<file path="config.mk">
export PLATFORM = sky130hd
export DESIGN_NAME = peer_table_with_aging
export DESIGN_NICKNAME = d
export VERILOG_FILES = /design/src/sv/ptwa_pkg.sv /design/src/sv/ptwa_cell.sv /design/src/sv/peer_table_with_aging.sv
export SDC_FILE = /design/constraint.sdc
export NUM_CORES = 2
export LEC_CHECK = 0
export BUFFER_PORTS_ARGS = -buffer_cell sky130_fd_sc_hd__buf_2
export CORE_ASPECT_RATIO = 1.1
export CORE_MARGIN = 2
export CORE_UTILIZATION = 55
export CTS_BUF_LIST = sky130_fd_sc_hd__clkbuf_4 sky130_fd_sc_hd__clkbuf_8
export CTS_CLUSTER_SIZE = 30
export DETAILED_ROUTE_END_ITERATION = 10
export PLACE_DENSITY_LB_ADDON = 0.08
export SYNTH_ARGS = -nofsm -noshare
export SYNTH_HDL_FRONTEND = slang
export SYNTH_SLANG_ARGS = --single-unit
</file>
<file path="constraint.sdc">
create_clock -name clk -period 342.3 [get_ports clk]
set_clock_uncertainty 0.1 [all_clocks]
set_input_delay 17.115 -clock clk [delete_from_list [all_inputs] [get_ports clk]]
set_output_delay 17.115 -clock clk [all_outputs]
set_load 0.05 [all_outputs]
</file>
<file path="src/sv/ptwa_pkg.sv">
package ptwa_pkg;

    typedef struct packed {
        logic        valid;
        logic [31:0] addr;
        logic [7:0]  ver;
        logic [31:0] bad_pkt;
        logic [31:0] bad_rte;
        logic [15:0] age;
    } entry_t;

    typedef enum logic [1:0] {
        ST_IDLE,
        ST_SEARCH,
        ST_APPLY,
        ST_RESP
    } state_t;

    localparam logic [2:0] OP_UPDATE  = 3'd0;
    localparam logic [2:0] OP_BAD_RTE = 3'd1;
    localparam logic [2:0] OP_BAD_PKT = 3'd2;
    localparam logic [2:0] OP_LOOKUP  = 3'd3;
    localparam logic [2:0] OP_NEXT    = 3'd4;
    localparam logic [2:0] OP_TICK    = 3'd5;
    localparam logic [2:0] OP_CLEAR   = 3'd6;

    localparam logic [1:0] STS_OK        = 2'd0;
    localparam logic [1:0] STS_NOT_FOUND = 2'd1;
    localparam logic [1:0] STS_FULL      = 2'd2;

    localparam logic [15:0] TIMEOUT_RESET = 16'd180;

endpackage

</file>
<file path="src/sv/ptwa_cell.sv">
module ptwa_cell
    import ptwa_pkg::*;
(
    input  logic   clk,
    input  logic   rst_n,
    input  logic   shift,
    input  logic   clear,
    input  entry_t d,
    output entry_t q
);

    logic   valid_reg;
    entry_t data_reg;

    // only the valid bit is reset; payload is written on every shift
    always_ff @(posedge clk or negedge rst_n)
    begin
        if (!rst_n)
        begin
            valid_reg <= 1'b0;
        end
        else if (clear)
        begin
            valid_reg <= 1'b0;
        end
        else if (shift)
        begin
            valid_reg <= d.valid;
        end
    end

    always_ff @(posedge clk)
    begin
        if (shift)
        begin
            data_reg <= d;
        end
    end

    always_comb
    begin
        q       = data_reg;
        q.valid = valid_reg;
    end

endmodule

</file>
<file path="src/sv/peer_table_with_aging.sv">
// Peer table: a ring of TABLE_DEPTH entry cells rotating past one head stage.
// Lookup, lookup-next and tick: one ring pass per item.
// Update / bad-route / bad-packet: a search pass, then an apply pass; the apply
// pass is skipped when the table is full. Clear and unused codes: no ring pass.
// One item at a time; done pulses one cycle with the result, no stall possible.
// Async reset empties the table and sets timeout_reg to 180.
module peer_table_with_aging
    import ptwa_pkg::*;
#(
    parameter int TABLE_DEPTH = 64
)
(
    input  logic        clk,
    input  logic        rst_n,
    input  logic        start,
    output logic        busy,
    input  logic [2:0]  opcode,
    input  logic [31:0] peer_addr,
    input  logic [7:0]  version,
    input  logic        timeout_we,
    input  logic [15:0] timeout_wdata,
    output logic        done,
    output logic [1:0]  status,
    output logic        found,
    output logic [31:0] entry_addr,
    output logic [7:0]  entry_version,
    output logic [31:0] bad_packets,
    output logic [31:0] bad_routes,
    output logic [15:0] age
);

    localparam int CW = $clog2(TABLE_DEPTH);

    state_t        state_reg, state_next;
    logic [CW-1:0] cnt_reg;
    logic [2:0]    op_reg;
    logic [31:0]   key_reg;
    logic [7:0]    ver_reg;
    logic          hit_reg, free_reg, ins_reg, found_reg;
    entry_t        res_reg;
    logic [15:0]   timeout_reg;

    logic   accept, shift, clear_all, last, is_create, match, cap;
    logic   hit_now, free_now;
    entry_t tail, head_out, created, aged;
    entry_t q [TABLE_DEPTH];

    assign accept    = start && !busy;
    assign last      = (cnt_reg == CW'(TABLE_DEPTH - 1));
    assign is_create = (op_reg == OP_UPDATE) || (op_reg == OP_BAD_RTE) ||
                       (op_reg == OP_BAD_PKT);

    // ring of cells; the head stage feeds cell 0 from the last cell
    genvar g;
    generate
        for (g = 0; g < TABLE_DEPTH; g++)
        begin : g_cell
            ptwa_cell u_cell (
                .clk   (clk),
                .rst_n (rst_n),
                .shift (shift),
                .clear (clear_all),
                .d     ((g == 0) ? head_out : q[(g == 0) ? 0 : g - 1]),
                .q     (q[g])
            );
        end
    endgenerate

    assign tail     = q[TABLE_DEPTH-1];
    assign match    = tail.valid && (tail.addr == key_reg);
    assign hit_now  = hit_reg || match;
    assign free_now = free_reg || !tail.valid;

    function automatic entry_t apply_op(entry_t e, logic [2:0] op, logic [7:0] v);
        entry_t r;
        r     = e;
        r.age = 16'd0;
        case (op)
            OP_UPDATE:  r.ver = v;
            OP_BAD_RTE: if (e.bad_rte != 32'hFFFF_FFFF) r.bad_rte = e.bad_rte + 32'd1;
            OP_BAD_PKT: if (e.bad_pkt != 32'hFFFF_FFFF) r.bad_pkt = e.bad_pkt + 32'd1;
            default:    r = r;
        endcase
        return r;
    endfunction

    always_comb
    begin
        created         = '0;
        created.valid   = 1'b1;
        created.addr    = key_reg;
        aged            = tail;
        if (tail.age != 16'hFFFF)
        begin
            aged.age = tail.age + 16'd1;
        end
        if (aged.age >= timeout_reg)
        begin
            aged.valid = 1'b0;
        end
    end

    // head stage
    always_comb
    begin
        head_out = tail;
        cap      = 1'b0;
        if (state_reg == ST_SEARCH)
        begin
            case (op_reg)
                OP_LOOKUP: cap = match;
                OP_NEXT:   cap = tail.valid && (tail.addr > key_reg) &&
                                 (!found_reg || (tail.addr < res_reg.addr));
                OP_TICK:   if (tail.valid) head_out = aged;
                default:   cap = 1'b0;
            endcase
        end
        else if (state_reg == ST_APPLY)
        begin
            if (hit_reg && match)
            begin
                head_out = apply_op(tail, op_reg, ver_reg);
                cap      = 1'b1;
            end
            else if (!hit_reg && !ins_reg && !tail.valid)
            begin
                head_out = apply_op(created, op_reg, ver_reg);
                cap      = 1'b1;
            end
        end
    end

    always_comb
    begin
        state_next = state_reg;
        unique case (state_reg)
            ST_IDLE:
            begin
                if (start)
                begin
                    if (opcode <= OP_TICK)
                        state_next = ST_SEARCH;
                    else
                        state_next = ST_RESP;
                end
            end
            ST_SEARCH:
            begin
                if (last)
                begin
                    if (is_create && (hit_now || free_now))
                        state_next = ST_APPLY;
                    else
                        state_next = ST_RESP;
                end
            end
            ST_APPLY:
            begin
                if (last)
                    state_next = ST_RESP;
            end
            ST_RESP:
            begin
                state_next = ST_IDLE;
            end
            default:
            begin
                state_next = ST_IDLE;
            end
        endcase
    end

    always_comb
    begin
        busy      = (state_reg != ST_IDLE);
        shift     = (state_reg == ST_SEARCH) || (state_reg == ST_APPLY);
        clear_all = accept && (opcode == OP_CLEAR);
        done      = (state_reg == ST_RESP);
    end

    always_ff @(posedge clk or negedge rst_n)
    begin
        if (!rst_n)
        begin
            state_reg   <= ST_IDLE;
            cnt_reg     <= '0;
            hit_reg     <= 1'b0;
            free_reg    <= 1'b0;
            ins_reg     <= 1'b0;
            found_reg   <= 1'b0;
            timeout_reg <= TIMEOUT_RESET;
        end
        else
        begin
            state_reg <= state_next;
            if (timeout_we)
            begin
                timeout_reg <= timeout_wdata;
            end
            if (accept)
            begin
                cnt_reg   <= '0;
                hit_reg   <= 1'b0;
                free_reg  <= 1'b0;
                ins_reg   <= 1'b0;
                found_reg <= 1'b0;
            end
            else if (shift)
            begin
                cnt_reg <= last ? '0 : cnt_reg + CW'(1);
                if (state_reg == ST_SEARCH)
                begin
                    hit_reg  <= hit_now;
                    free_reg <= free_now;
                end
                if (cap)
                begin
                    found_reg <= 1'b1;
                    ins_reg   <= 1'b1;
                end
            end
        end
    end

    always_ff @(posedge clk)
    begin
        if (accept)
        begin
            op_reg  <= opcode;
            key_reg <= peer_addr;
            ver_reg <= version;
        end
        if (cap)
        begin
            res_reg <= head_out;
        end
    end

    always_comb
    begin
        found         = found_reg;
        entry_addr    = found_reg ? res_reg.addr    : 32'd0;
        entry_version = found_reg ? res_reg.ver     : 8'd0;
        bad_packets   = found_reg ? res_reg.bad_pkt : 32'd0;
        bad_routes    = found_reg ? res_reg.bad_rte : 32'd0;
        age           = found_reg ? res_reg.age     : 16'd0;
        status        = STS_OK;
        if (!found_reg)
        begin
            if (is_create)
                status = STS_FULL;
            else if ((op_reg == OP_LOOKUP) || (op_reg == OP_NEXT))
                status = STS_NOT_FOUND;
        end
    end

endmodule
</file>
==> impl_metrics.json <==
{
  "wl_per_cell_um": 19.8,
  "insertion_delay_ns": 1.31,
  "power.density_nw_per_um2": 9.36,
  "grt_pass1_wl_um": 526000,
  "hold_buffers": 0,
  "rows": 257,
  "drcViolationCount": 0,
  "clkPwrFrac": 0.283,
  "synth_top_flop_cell": "edfxtp_1",
  "slew_viol_final": 0,
  "coreArea_um2": 445000,
  "timing.fmax_mhz": 48.3,
  "hpwl_um": 168000,
  "dieArea_um2": 451000,
  "drive_above_1_share": 0.188,
  "arrival_ns": 3.51,
  "area_delta_synth_final_pct": 13.1,
  "min_period_ns": 20.72,
  "comb_power_share": 0.164,
  "yosys_warnings": 0,
  "largest_reg_flops": 7680,
  "met1Wirelength_um": 172000,
  "cts-buffers-inserted": 1244,
  "min-delay-path-class": "reg -> reg",
  "cts_tree": "built",
  "synth_edf_count": 7843,
  "vias": 88700,
  "synth.distinct_cells": 73,
  "first_iter_violations": 9374,
  "grt_pass1_vias": 89700,
  "p_leak_nw": 74.6,
  "ys_async_sr_fraction": 0.0115,
  "grt_use_total": 0.154,
  "root_buffer": "clkbuf_8",
  "initial_core_util": 0.552,
  "p_switching_w": 0.000754,
  "first_pass_iters": 8,
  "holdWs_ns": 0.259,
  "maxUsedRoutingLayer": "met4",
  "slew_headroom": 0.134,
  "h-tree-depth": 7,
  "syn-cell-area_um2": 245000,
  "syn_inst": 9172,
  "status": "finished, final reports clean",
  "ff2ff_setup_slack_ns": 332.96,
  "cts.path.max_buffers": 5,
  "totalWireLength_um": 345000,
  "tns_ns": 0,
  "end_kind": "primary output",
  "power.internal_w": 0.00184,
  "io_pins": 188,
  "wl_met2_um": 146000,
  "cts_resized": 0,
  "vias_per_cell": 5.08,
  "post_cts_buffers": 0,
  "globalplace.congestion": 0.761,
  "ys_seq_area_frac": 0.969,
  "grt_antenna_before_repair": 35,
  "finalNonFillerCells": 17500,
  "post-route-period-util": 0.0605,
  "finalNetCount": 10800,
  "max_slew.worst_pin.slew_ns": 1.29,
  "cts.clk_slew.worst_paths_ns": 0.06,
  "startpoint_type": "flip-flop",
  "portBuffers": 187,
  "die_w_um": 641,
  "ant_nets": 0,
  "worstPathMaxFanout": 67,
  "synth_area_per_cell_um2": 26.8,
  "rsz0062_at_grt": "false",
  "placed_cells": 15400,
  "final_hold_viol_count": 0,
  "overflow": 0,
  "seq_power_share": 0.553,
  "critPathRequiredTime_ns": 325.09,
  "cts.sinks": 7934,
  "synth_seq_cells": 7934,
  "grt_max_degree": 221,
  "fillCellCount": 29600,
  "vdd_drop_max_uv": 14.2,
  "setup_viol": 0,
  "syn_nets": 9323,
  "die_y_um": 705,
  "drv_cap": 0,
  "wl_met3_um": 20100,
  "worst-setup-path-type": "reg -> out",
  "swShare": 0.290
}
[metal layers]
metal,GRT usage,up-vias
met5,0,-
li1,-,40000
met1,0.248,45800
met2,0.198,2279
met3,0.0430,657
met4,0.0640,0
[final timing paths]
kind | start | endpoint | cells past startpoint
min in group asynchronous | rst_n | state_reg[1] | 1
worst min register to register | g_cell[29].u_cell.q[64] | g_cell[30].u_cell.q[64] | 0
worst min-delay path | g_cell[29].u_cell.q[64] | g_cell[30].u_cell.q[64] | 0
worst max register to register | state_reg[0] | g_cell[13].u_cell.q[29] | 11
max in group asynchronous | rst_n | timeout_reg[6] | 2
worst max-delay path | found | age[7] | 3
[area by class of cell]
class                      count  area, um^2  share of cell area
antenna                       13        32.5            0.000117
clock buffer                1628       20200              0.0727
sequential                  7934      238000               0.857
multi-input combinational   1066        7070              0.0255
inverter                      98         369             0.00133
tap                         5957        7450              0.0269
timing repair buffer         304        1980             0.00714
clock inverter               469        2530             0.00912
[worst max-delay path, cell delays in order (launching register included)]
cell     delay [ns]
dfrtp_4        0.90
buf_4          0.70
and2_1         0.24
buf_2          0.26
[stage by stage]
stage	power (W)	setup slack [ns]	utilization	cell area [um^2]
after floorplan	0.00791	178.75	-	245000
after global routing	0.00273	321.27	0.624	277000
after CTS	0.00264	321.30	0.624	277000
after detailed placement	0.00190	322.83	0.573	255000
final	0.00260	321.58	0.624	277000
after global placement	0.00187	322.94	0.573	255000
[synthesized netlist by cell type (all sizes together), types with 3 or more instances]
cell,instances,share of area
nand3,61,0.0013
mux2,4,0.00018
nand2,153,0.0023
a211oi,4,0.00012
o211ai,4,0.00012
a22o,12,0.00043
edfxtp,7843,0.96
dfstp,4,0.00043
or3,6,0.00017
buf,14,0.00035
or4,4,0.00015
nand4,40,0.0010
nor2,107,0.0017
xor2,13,0.00046
a21o,12,0.00037
and4,8,0.00029
and3,16,0.00049
clkbuf,60,0.00092
nor3,15,0.00045
a2111oi,3,0.00011
mux2i,71,0.0029
nor4,10,0.00037
o21ai,157,0.0032
o41ai,5,0.00024
a31oi,16,0.00041
a21oi,65,0.0013
and2,133,0.0034
o31ai,9,0.00028
xnor2,12,0.00043
dfrtp,87,0.0089
nand2b,8,0.00020
ha,88,0.0045
nor2b,4,0.00010
inv,97,0.0015
[cell usage in the layout, fill, tap and decap left out, types with 7 or more instances in the layout]
cell type and count:
a22o_1 12, nand3_1 56, and2_1 129, buf_12 13
o21ai_0 115, bufinv_16 18, nor3_1 7, xnor2_1 12
clkinvlp_4 28, a21o_1 12, edfxtp_1 7843, clkinv_1 315
ha_1 87, and3_1 12, inv_1 96, clkinv_2 97
dfrtp_1 86, nor2_1 106, a31oi_1 16, nand4_1 40
nor3_2 7, nand2_1 151, clkbuf_4 357, nand2b_1 7
o21ai_1 29, buf_2 186, xor2_1 13, o21ai_2 13
buf_4 105, a21oi_1 64, inv_6 12, clkbuf_8 1271
and4_1 8, mux2i_1 70, diode_2 13
[power by group through the flow]
stage               Clock [W]  Sequential (W)  Combinational (W)
global placement            0         0.00145           0.000422
finish               0.000733         0.00144           0.000426
global route         0.000808         0.00145           0.000474
floorplan                   0         0.00761           0.000297
detailed placement          0         0.00146           0.000443
CTS                  0.000766         0.00144           0.000437
[cell families (layout without fill, tap and decap cells)]
group                      count (synthesis)  in the layout  share of synthesized area
adders and majority gates                 88             88                    0.00449
AOI/OAI and AO/OA                        303            303                    0.00722
DFF                                     7934           7934                      0.969
muxes                                     75             75                    0.00308
buffers and inverters                    172           2499                    0.00277
and+or+nand+nor                          575            575                     0.0124
other                                      0             13                          0
xor gates and xnor gates                  25             25                   0.000892
No activity file was read; power rests on OpenSTA's default activity.
